[src/hw/rtl/gsp_pkg.sv]
// ----------------------------------------------------------------------------
// gsp_pkg
// Shared types and constants for the grid segment placer: grid geometry,
// heading codes and the structs the sequencer passes to row memory and output.
// ----------------------------------------------------------------------------
package gsp_pkg;

   localparam int GRID_SIZE = 16;
   localparam int IDX_W     = $clog2(GRID_SIZE);
   localparam int LEN_W     = $clog2(GRID_SIZE + 1);
   localparam int SPAN_W    = LEN_W + 1;

   typedef logic [IDX_W-1:0]     idx_type;
   typedef logic [GRID_SIZE-1:0] row_type;
   typedef logic [LEN_W-1:0]     len_type;
   typedef logic [1:0]           heading_type;

   localparam heading_type HEAD_NORTH = 2'd0;
   localparam heading_type HEAD_SOUTH = 2'd1;
   localparam heading_type HEAD_EAST  = 2'd2;
   localparam heading_type HEAD_WEST  = 2'd3;

   // One access request to the row memory. The write sets the cells selected by
   // wr_mask; other cells keep their contents, or read as free on a first write.
   typedef struct packed {
      logic    rd_en;
      idx_type rd_addr;
      logic    wr_en;
      idx_type wr_addr;
      row_type wr_mask;
   } mem_req_type;

   // Finished verdict offered by the sequencer to the output register.
   typedef struct packed {
      logic valid;
      logic placed;
   } verdict_type;

endpackage

[src/hw/rtl/grid_segment_placer_core.sv]
// ----------------------------------------------------------------------------
// grid_segment_placer_core
// Places straight segments on a 16 x 16 occupancy grid held in row memory.
// ----------------------------------------------------------------------------
// Usage: a request word on the req_ channel names a start row and column, a
// heading (north, south, east, west) and a run length. The block answers each
// request with exactly one rsp_ word whose rsp_placed bit is 1 when every
// cell of the run was inside the grid and free; those cells are then marked.
// On failure the grid is left untouched. A zero length always succeeds.
// The grid lives in a 16-word memory, one word per row, with a registered
// read. One request is worked on at a time; req_stall stays high while it is
// in progress. A run of n cells along a column reads n rows and then writes n
// rows before its result is offered. A run along a row reads and writes one
// word; a zero length or a run past an edge is answered without touching the
// memory. The result sits in an output register, so a stalled rsp word does
// not hold up the next request until that next result is ready.
// Reset marks every row as free at once through per-row valid bits; no
// clearing pass is needed and requests are accepted right after reset.
// ----------------------------------------------------------------------------
module grid_segment_placer_core (
   input  logic                 clock,
   input  logic                 reset,
   input  logic                 req_valid,
   output logic                 req_stall,
   input  gsp_pkg::idx_type     req_start_row,
   input  gsp_pkg::idx_type     req_start_col,
   input  gsp_pkg::heading_type req_heading,
   input  gsp_pkg::len_type     req_run_length,
   output logic                 rsp_valid,
   input  logic                 rsp_stall,
   output logic                 rsp_placed
);
   import gsp_pkg::*;

   logic        busy;
   logic        req_take;
   logic        out_free;
   mem_req_type mem_req;
   row_type     rd_data;
   verdict_type verdict;

   logic rsp_valid_ff, rsp_valid_in;
   logic rsp_placed_ff, rsp_placed_in;

   // The sequencer takes a word only when it has nothing in progress.
   assign req_stall = busy;
   assign req_take  = req_valid && !busy;

   // The output register can load when it is empty or is being drained.
   assign out_free = !rsp_valid_ff || !rsp_stall;

   gsp_seq u_seq (
      .clock      (clock),
      .reset      (reset),
      .req_take   (req_take),
      .start_row  (req_start_row),
      .start_col  (req_start_col),
      .heading    (req_heading),
      .run_length (req_run_length),
      .out_free   (out_free),
      .busy       (busy),
      .mem_req    (mem_req),
      .rd_data    (rd_data),
      .verdict    (verdict)
   );

   gsp_row_mem u_row_mem (
      .clock   (clock),
      .reset   (reset),
      .mem_req (mem_req),
      .rd_data (rd_data)
   );

   always_comb begin
      rsp_valid_in  = rsp_valid_ff;
      rsp_placed_in = rsp_placed_ff;
      if (out_free) begin
         rsp_valid_in  = verdict.valid;
         rsp_placed_in = verdict.placed;
      end
   end

   always_ff @(posedge clock) begin
      if (reset) begin
         rsp_valid_ff <= 1'b0;
      end else begin
         rsp_valid_ff <= rsp_valid_in;
      end
      rsp_placed_ff <= rsp_placed_in;
   end

   assign rsp_valid  = rsp_valid_ff;
   assign rsp_placed = rsp_placed_ff;

endmodule

[src/hw/rtl/gsp_row_mem.sv]
// ----------------------------------------------------------------------------
// gsp_row_mem
// Occupancy rows: one synchronous memory word per grid row, registered read,
// bit-masked write, and a valid bit per row so that reset reads as all free.
// ----------------------------------------------------------------------------
module gsp_row_mem (
   input  logic                 clock,
   input  logic                 reset,
   input  gsp_pkg::mem_req_type mem_req,
   output gsp_pkg::row_type     rd_data
);
   import gsp_pkg::*;

   row_type              mem_ff [GRID_SIZE];
   logic [GRID_SIZE-1:0] row_valid_ff;
   row_type              rd_data_ff;

   // A row never written since reset holds garbage, so its first write stores
   // the whole word; later writes only set the masked cells.
   always_ff @(posedge clock) begin
      if (mem_req.wr_en) begin
         for (int b = 0; b < GRID_SIZE; b++) begin
            if (!row_valid_ff[mem_req.wr_addr] || mem_req.wr_mask[b]) begin
               mem_ff[mem_req.wr_addr][b] <= mem_req.wr_mask[b];
            end
         end
      end
   end

   always_ff @(posedge clock) begin
      if (reset) begin
         row_valid_ff <= '0;
      end else if (mem_req.wr_en) begin
         row_valid_ff[mem_req.wr_addr] <= 1'b1;
      end
   end

   always_ff @(posedge clock) begin
      if (mem_req.rd_en) begin
         rd_data_ff <= row_valid_ff[mem_req.rd_addr] ? mem_ff[mem_req.rd_addr] : '0;
      end
   end

   assign rd_data = rd_data_ff;

endmodule

[src/hw/rtl/gsp_seq.sv]
// ----------------------------------------------------------------------------
// gsp_seq
// Request sequencer: checks the run against the grid edges, reads the touched
// rows to look for occupied cells, then writes the run into the rows.
// ----------------------------------------------------------------------------
module gsp_seq (
   input  logic                 clock,
   input  logic                 reset,
   input  logic                 req_take,
   input  gsp_pkg::idx_type     start_row,
   input  gsp_pkg::idx_type     start_col,
   input  gsp_pkg::heading_type heading,
   input  gsp_pkg::len_type     run_length,
   input  logic                 out_free,
   output logic                 busy,
   output gsp_pkg::mem_req_type mem_req,
   input  gsp_pkg::row_type     rd_data,
   output gsp_pkg::verdict_type verdict
);
   import gsp_pkg::*;

   typedef enum logic [1:0] {
      ST_IDLE,
      ST_CHECK,
      ST_MARK,
      ST_DONE
   } state_type;

   state_type state_ff, state_in;
   idx_type   row_ff, row_in;
   idx_type   first_row_ff, first_row_in;
   len_type   left_ff, left_in;
   len_type   count_ff, count_in;
   logic      step_up_ff, step_up_in;
   row_type   mask_ff, mask_in;
   logic      pend_ff, pend_in;
   logic      result_ff, result_in;

   // Geometry of a new request.
   logic [SPAN_W-1:0] row_x, col_x, len_x, lo_x, hi_x;
   logic              fits_grid;
   logic              vertical;
   row_type           run_mask;
   idx_type           next_row;

   always_comb begin
      row_x    = SPAN_W'(start_row);
      col_x    = SPAN_W'(start_col);
      len_x    = SPAN_W'(run_length);
      vertical = (heading == HEAD_NORTH) || (heading == HEAD_SOUTH);
      lo_x     = col_x;
      hi_x     = col_x;
      case (heading)
         HEAD_NORTH: fits_grid = len_x <= row_x + SPAN_W'(1);
         HEAD_SOUTH: fits_grid = row_x + len_x <= SPAN_W'(GRID_SIZE);
         HEAD_EAST: begin
            fits_grid = col_x + len_x <= SPAN_W'(GRID_SIZE);
            hi_x      = col_x + len_x - SPAN_W'(1);
         end
         HEAD_WEST: begin
            fits_grid = len_x <= col_x + SPAN_W'(1);
            lo_x      = col_x + SPAN_W'(1) - len_x;
         end
         default: fits_grid = 1'b0;
      endcase
      if (vertical) begin
         run_mask = row_type'(1) << start_col;
      end else begin
         for (int c = 0; c < GRID_SIZE; c++) begin
            run_mask[c] = (SPAN_W'(c) >= lo_x) && (SPAN_W'(c) <= hi_x);
         end
      end
   end

   assign next_row = step_up_ff ? row_ff - idx_type'(1) : row_ff + idx_type'(1);

   always_comb begin
      state_in     = state_ff;
      row_in       = row_ff;
      first_row_in = first_row_ff;
      left_in      = left_ff;
      count_in     = count_ff;
      step_up_in   = step_up_ff;
      mask_in      = mask_ff;
      pend_in      = 1'b0;
      result_in    = result_ff;
      case (state_ff)
         ST_IDLE: begin
            if (req_take) begin
               first_row_in = start_row;
               row_in       = start_row;
               step_up_in   = heading == HEAD_NORTH;
               mask_in      = run_mask;
               count_in     = vertical ? run_length : len_type'(1);
               left_in      = vertical ? run_length : len_type'(1);
               if (run_length == '0) begin
                  result_in = 1'b1;
                  state_in  = ST_DONE;
               end else if (!fits_grid) begin
                  result_in = 1'b0;
                  state_in  = ST_DONE;
               end else begin
                  state_in = ST_CHECK;
               end
            end
         end
         ST_CHECK: begin
            if (pend_ff && ((rd_data & mask_ff) != '0)) begin
               result_in = 1'b0;
               state_in  = ST_DONE;
            end else if (left_ff == '0 && !pend_ff) begin
               row_in   = first_row_ff;
               left_in  = count_ff;
               state_in = ST_MARK;
            end else if (left_ff != '0) begin
               row_in  = next_row;
               left_in = left_ff - len_type'(1);
               pend_in = 1'b1;
            end
         end
         ST_MARK: begin
            if (left_ff == '0) begin
               result_in = 1'b1;
               state_in  = ST_DONE;
            end else begin
               row_in  = next_row;
               left_in = left_ff - len_type'(1);
            end
         end
         ST_DONE: begin
            if (out_free) begin
               state_in = ST_IDLE;
            end
         end
         default: state_in = ST_IDLE;
      endcase
   end

   always_ff @(posedge clock) begin
      if (reset) begin
         state_ff <= ST_IDLE;
         pend_ff  <= 1'b0;
         left_ff  <= '0;
      end else begin
         state_ff <= state_in;
         pend_ff  <= pend_in;
         left_ff  <= left_in;
      end
      row_ff       <= row_in;
      first_row_ff <= first_row_in;
      count_ff     <= count_in;
      step_up_ff   <= step_up_in;
      mask_ff      <= mask_in;
      result_ff    <= result_in;
   end

   always_comb begin
      mem_req.rd_en   = (state_ff == ST_CHECK) && (left_ff != '0);
      mem_req.rd_addr = row_ff;
      mem_req.wr_en   = (state_ff == ST_MARK) && (left_ff != '0);
      mem_req.wr_addr = row_ff;
      mem_req.wr_mask = mask_ff;
   end

   assign busy           = state_ff != ST_IDLE;
   assign verdict.valid  = state_ff == ST_DONE;
   assign verdict.placed = result_ff;

   a_write_only_marking: assert property (@(posedge clock) disable iff (reset)
      mem_req.wr_en |-> (state_ff == ST_MARK) && !mem_req.rd_en)
      else $error("row write outside the marking phase");

   a_pending_read_in_check: assert property (@(posedge clock) disable iff (reset)
      pend_ff |-> state_ff == ST_CHECK)
      else $error("read data pending outside the check phase");

   a_count_bounded: assert property (@(posedge clock) disable iff (reset)
      ((state_ff == ST_CHECK) || (state_ff == ST_MARK)) |->
         left_ff <= len_type'(GRID_SIZE))
      else $error("remaining row count exceeds the grid size");

   a_done_waits: assert property (@(posedge clock) disable iff (reset)
      (state_ff == ST_DONE) && !out_free |=> state_ff == ST_DONE)
      else $error("verdict dropped while the output register was full");

endmodule
[config.mk]
export PLATFORM = sky130hd
export DESIGN_NAME = grid_segment_placer_core
export DESIGN_NICKNAME = d
export VERILOG_FILES = /design/src/hw/rtl/gsp_pkg.sv /design/src/hw/rtl/grid_segment_placer_core.sv /design/src/hw/rtl/gsp_row_mem.sv /design/src/hw/rtl/gsp_seq.sv
export SDC_FILE = /design/constraint.sdc
export NUM_CORES = 1
export LEC_CHECK = 0
export BUFFER_PORTS_ARGS = -buffer_cell sky130_fd_sc_hd__buf_2
export CAP_MARGIN = 20
export CORE_UTILIZATION = 63
export CTS_CLUSTER_DIAMETER = 120
export DETAILED_ROUTE_END_ITERATION = 10
export PLACE_DENSITY = 0.77
export SLEW_MARGIN = 20
export SYNTH_ARGS = -nofsm -noshare
export SYNTH_HDL_FRONTEND = slang
export SYNTH_SLANG_ARGS = --single-unit
[constraint.sdc]
create_clock -name clock -period 5.2 [get_ports clock]
set_clock_uncertainty 0.15 [all_clocks]
set_input_delay 1.56 -clock clock [delete_from_list [all_inputs] [get_ports clock]]
set_output_delay 1.56 -clock clock [all_outputs]
set_load 0.01 [all_outputs]
; ---- Word-level counts from Yosys, hierarchy flattened
; Memories as Yosys holds them, arrays and structs flattened. A register that Yosys moved wholly into a read port is not among the register bits.
; Cells that the tools add are included.
; Widths: inputs -> output; s select.
[word_totals]
ff_bits = 57
inputBits = 19
out_inout_bits = 3
n_memories = 1
ram_bits = 256
[memory_table]
columns = memory, depth, word_bits, read_ports, rd_ports_with_merged_regs, wr, line
row1 = u_row_mem.mem_ff, 16, 16, 1, 1, 1, gsp_row_mem.sv:14  ; row_type mem_ff [GRID_SIZE];
[classes]
mux = 85
n_eq_ne = 15
n_shift = 1
order_cmp = 38
reduce_logical = 59
addsub = 9
n_bitwise = 3
[ops]
columns = op, count
row1 = $mux 1, 56
row2 = $ge 4x6->1 const A, 8
row3 = $le 4x6->1 const A, 8
row4 = $mux 5, 6
row5 = $ge 3x6->1 const A, 4
row6 = $le 3x6->1 const A, 4
row7 = $mux 4, 6
row8 = $logic_and 1x1->1, 22
row9 = $logic_or 1x1->1, 18
row10 = $and 16x16->16, 1
row11 = $mux 16, 1
row12 = $or 16x16->16, 1
row13 = $reduce_bool 16->1, 1
row14 = $shl 1x4->16 const A, 1
row15 = $pmux 5 s3, 1
row16 = $mux 2, 7
row17 = $add 4x5->6, 2
row18 = $ge 1x6->1 const A, 2
row19 = $ge 2x6->1 const A, 2
row20 = $le 1x6->1 const A, 2
row21 = $le 2x6->1 const A, 2
row22 = $le 5x6->1, 2
row23 = $le 6x5->1 const B, 2
row24 = $mux 6, 2
row25 = 32 further kinds, 49

; ---- Depth between registers and ports, before layout
[depth]
ltp_word = 7
mapped_depth = 12

; ---- Modules after synthesis
; From an unflattened synthesis, not the netlist that was laid out.
[hier_totals]
hier_cells = 1274
hier_area_um2 = 16656.0
[modules_own_cells]
columns = mod, n_inst, cells_each, area_each_um2, seq_area_each_um2
row1 = gsp_row_mem, 1, 856, 13020.0, 8488.1
row2 = gsp_seq, 1, 412, 3567.2, 1091.0
row3 = grid_segment_placer_core, 1, 6, 68.8, 50.0

; ---- Worst setup path before layout
; Ideal clock, no wire load.
[synth_path]
path_type = input port to flip-flop
start = input port req_start_col[1]
end = register u_seq.mask_ff[4], data pin
required_time_ns = 4.893
setup_slack_ns = 0.964
n_path_buf = 1
path_stages = 11
arrival_time_ns = 3.929
cell_sequence = clkbuf_1 > inv_1 > ha_1 > inv_1 > fa_1 > nor2b_1 > o21a_1 > a31oi_1 > nor3_1 > o21ai_0 > a32oi_1
[synth_via]
elab_chain_len = 6
word_cells_on_any_way = 11
classes_between = add/sub (4) / order compare (2) / shift (1) / mux (3) / reduce/logical (1)
[synth_lines]
columns = element, line
row1 = from (decl), grid_segment_placer_core.sv:26  ; input gsp_pkg::idx_type req_start_col,
row2 = $add 4x5->6 / $add 4x1->5 (equally long branches), "gsp_seq.sv:58, gsp_seq.sv:62"
row3 = $sub 6x1->6 / $sub 6x5->6 (equally long branches), "gsp_seq.sv:58, gsp_seq.sv:62"
row4 = $mux 6, gsp_seq.sv:53  ; case (heading)
row5 = $le 3x6->1 / $ge 3x6->1 (equally long branches), gsp_seq.sv:70  ; run_mask[c] = (SPAN_W'(c) >= lo_x) && (SPAN_W'(c) <= hi_x);
row6 = $logic_and 1x1->1, gsp_seq.sv:70
row7 = $mux 16 (*), gsp_seq.sv:66  ; if (vertical) begin
row8 = named net u_seq.run_mask[4], gsp_seq.sv:43  ; row_type run_mask;
row9 = to (signal assigned), gsp_seq.sv:153  ; mask_ff <= mask_in;
row10 = to (decl), gsp_seq.sv:35  ; row_type mask_ff, mask_in;
; The timed path passes the listed nets; every way through them passes the cells marked *.
; A chain may end at the register's enable or synchronous reset.

; ---- Worst setup path in the final report
[layout_path]
start = input port req_start_col[0]
end = register u_seq.mask_ff[6], data pin
; Same word-level chain as after synthesis.

==> metrics.yaml <==
run_status:
  outcome: "finished, final reports clean"
logic_synthesis:
  synth_compound_area_share_pct: 6.033
  synth_ff_type: "edfxtp_1"
  synth_area_leader_cell: "edfxtp_1"
  synth_xor_area_share_pct: 1.021
  yosys.area_share.simple_pct: 13.63
  ys_warn_count: 0
  syn_inst: 1192
  synth_seq_area_share_pct: 60.46
  synth_cell_types: 71
  synth_area_leaders: "edfxtp_1 (57%), mux4_2 (12%), nor2_1 (6.9%)"
  netlist.area_leader.share_pct: 57.32
  synthAdderAreaFrac_pct: 3.095
  yosysMostFrequentCell: "edfxtp_1"
  syn_nets: 1248
  ys_async_sr_fraction_pct: 0
  synth_mux_area_share_pct: 12.22
  avgSynthCellArea_um2: 13.36
  synth-seq-cells: 329
  synth_top_cells_by_count: "edfxtp_1 (304), nor2_1 (293), mux4_2 (85)"
  synth_area_mm2: 0.01593
  synth_edf_count: 304
  synth_top_family_by_area: "simple AND/OR/NAND/NOR gates"
critical_path:
  path_common_cell: "ha_1"
  crit_cells: 11
  r2r-end: "u_row_mem.rd_data[8]"
  crit_fanout: 11
  slowest_stage: "nor3_1"
  worst-r2r-setup-slack_ns: 1.56
  worstPathArrival_ns: 4.55
  r2r_start: "u_seq.row_ff[0]"
  setup.worst_path.end: "u_seq.mask_ff[6]"
  cp-end-kind: "register"
  worstSetupPathType: "input port to register"
  crit_start: "req_start_col[0]"
  worst-path-buf-inv: 2
  startpoint_type: "input port"
  crit_family: "simple AND/OR/NAND/NOR gates"
  max_stage_delay_ns: 0.62
  r2r_cells: 5
  required_ns: 5.39
  crit_chain: "buf_2, ha_1, ha_1, inv_1, ha_1, and4b_1, a221oi_1, nand3_1, nor3_1, o21ai_0, a32oi_1"
timing:
  relSlewSlack_pct: 20.39
  rsz0062_at_grt: "false"
  tns_ns: 0
  setup_viol: 0
  report.final.slew_viol_count: 0
  finalHoldViolCount: 0
  final.period_utilization_pct: 83.86
  max_clock_freq_mhz: 229.3
  fin_crit_ns: 4.361
  worst_slew_pin_slew_ns: 1.191
pwr:
  leakage_nw: 6.516
  powerDensity_mw_per_mm2: 470.9
  swShare_pct: 30.16
  p_int_mw: 5.671
  pwr-share-clk_pct: 28.8
  switchingPower_mw: 2.450
  fin_total_pwr_mw: 8.121
  p_comb_share_pct: 28.1
  p_seq_share_pct: 43.1
  ir_drop_mv: 0.3115
grt:
  grt_overflow: 0
  grt_pass1_wl_um: 56360
  grt_max_degree: 69
  grt_pass1_vias: 9894
  antenna_found_initial: 0
  grt_usage_pct: 29.15
route:
  ant_nets: 0
  drt_wl_total_um: 36480
  dr.first_iter.drc_count: 1289
  drcViolationCount: 0
  wl_per_cell_um: 23.72
  num_vias: 9988
  viasPerCell: 6.494
  first_pass_iters: 5
hold_path:
  hp-class: "register to register"
cts:
  cts_buffer_depth: 3
  cts_root_buffer: "clkbuf_16"
  clk_latency_ns: 0.51
  clkTransAtPathRegs_ns: 0.06
  h-tree-depth: 2
  cts_tree: "built"
  cts_hold_buf: 0
  numCtsBuffers: 34
  clkSinkCount: 329
  post_cts_buffers: 0
  post_cts_resized: 0
final_layout:
  nets: 1246
  drive_above_1_share_pct: 16.14
  area_growth_pct: 8.272
  insertedDiodeCount: 0
  finalNonFillerCells: 1538
job:
  cap_violations: 0
die:
  initial_core_util_pct: 64.92
  dieWidth_um: 161.0
  core_area_mm2: 0.02453
  ios: 22
  num_rows: 57
  fp.dieH_um: 161.0
  fp.dieArea_mm2: 0.02592
placement:
  globalplace.congestion: 0.9291
  dpl.cell_count: 1478
  io_buffers: 21
  dp_hpwl_um: 21630
==> per-layer routing <==
metal | share of wire, % | wire, um | track usage (%) | vias to the layer above
met5 | 0 | 0 | 0 | -
met4 | 2.7 | 998 | 9.091 | 0
met3 | 8.8 | 3220 | 4.751 | 79
met2 | 50 | 18400 | 48.98 | 497
met1 | 38 | 13870 | 39.41 | 4982
li1 | - | - | - | 4430
==> power groups by stage <==
stage                     sequential [mW]  clock [mW]  combinational, mW
after floorplan                      3.45           0               1.80
after global placement               3.53           0               2.24
after detailed placement             3.55           0               2.27
after CTS                            3.50        2.35               2.28
after global routing                 3.53        2.46               2.48
final                                3.50        2.34               2.28
==> placed cells by master (no fill, tap or decap), drive strengths merged, types with 3 or more instances in the layout <==
master	n
a211oi	10
a21o	7
a21oi	41
a221oi	6
a22o	4
a31oi	11
a32oi	9
and2	3
and3	4
buf	36
clkbuf	46
clkinv	14
dfxtp	25
edfxtp	304
fa	4
ha	33
inv	45
mux4	85
nand2	51
nand2b	9
nand3	24
nand3b	3
nand4	3
nand4b	4
nor2	309
nor2b	25
nor3	8
o211ai	12
o21a	4
o21ai	18
o31ai	4
or2	3
xnor2	12
xor2	4
==> worst min-delay path by stage <==
stage | from | cells past startpoint | endpoint | slack (ns)
floorplan | u_seq.result_ff | 0 | rsp_placed | 0.25
global placement | u_row_mem.row_valid_ff[0] | 2 | u_row_mem.row_valid_ff[0] | 0.29
detailed placement | u_row_mem.row_valid_ff[0] | 2 | u_row_mem.row_valid_ff[0] | 0.29
CTS | u_row_mem.row_valid_ff[14] | 2 | u_row_mem.row_valid_ff[14] | 0.30
global route | u_row_mem.row_valid_ff[3] | 2 | u_row_mem.row_valid_ff[3] | 0.33
finish | u_row_mem.row_valid_ff[9] | 2 | u_row_mem.row_valid_ff[9] | 0.31
==> final cells by class <==
type	instances	area (um2)
Sequential cell	329	9629
Fill cell	1625	7289
Multi-Input combinational cell	743	5747
Clock buffer	46	973.4
Tap cell	324	405.4
Timing Repair Buffer	36	225.2
Inverter	46	172.7
Clock inverter	14	91.34
==> worst reg2reg max path, stage by stage, from the launching register on <==
cell	delay, ns
edfxtp_1	0.66
buf_4	0.67
buf_4	0.65
mux4_2	0.61
mux4_2	0.47
nor2b_1	0.16
==> cells by family (layout without fill, tap and decap cells) <==
family / after synthesis / count (layout)
compound gates: 143 / 143
simple gates: 458 / 458
xor+xnor: 17 / 17
buf+inv: 120 / 142
fa+ha+maj: 37 / 37
mux: 88 / 88
flops: 329 / 329
==> registers in the layout (all words and copies together) (netlist names) <==
| register | cells |
|---|---|
| u_seq.pend_ff | 1 |
| u_seq.left_ff | 5 |
| u_seq.state_ff | 2 |
| u_row_mem.mem_ff | 256 |
| u_seq.first_row_ff | 4 |
| rsp_valid | 1 |
| u_seq.step_up_ff | 1 |
| u_seq.count_ff | 5 |
| u_row_mem.row_valid_ff | 16 |
| u_seq.row_ff | 4 |
| u_seq.result_ff | 1 |
| u_row_mem.rd_data | 16 |
| u_seq.mask_ff | 16 |
| rsp_placed | 1 |
==> metrics by stage <==
| step | util [%] | worst slack (ns) | cell area [um2] | hold WS (ns) |
|---|---|---|---|---|
| CTS | 70.25 | 0.9184 | 17240 | 0.3020 |
| global placement | 65.85 | 0.5408 | 16160 | 0.2858 |
| detailed placement | 65.91 | 0.4067 | 16170 | 0.2927 |
| finish | 70.29 | 0.8390 | 17240 | 0.3056 |
| floorplan | - | 0.9641 | 15930 | 0.2503 |
| global route | 70.29 | 0.5656 | 17240 | 0.3283 |
(Power assumes the default switching activity.)
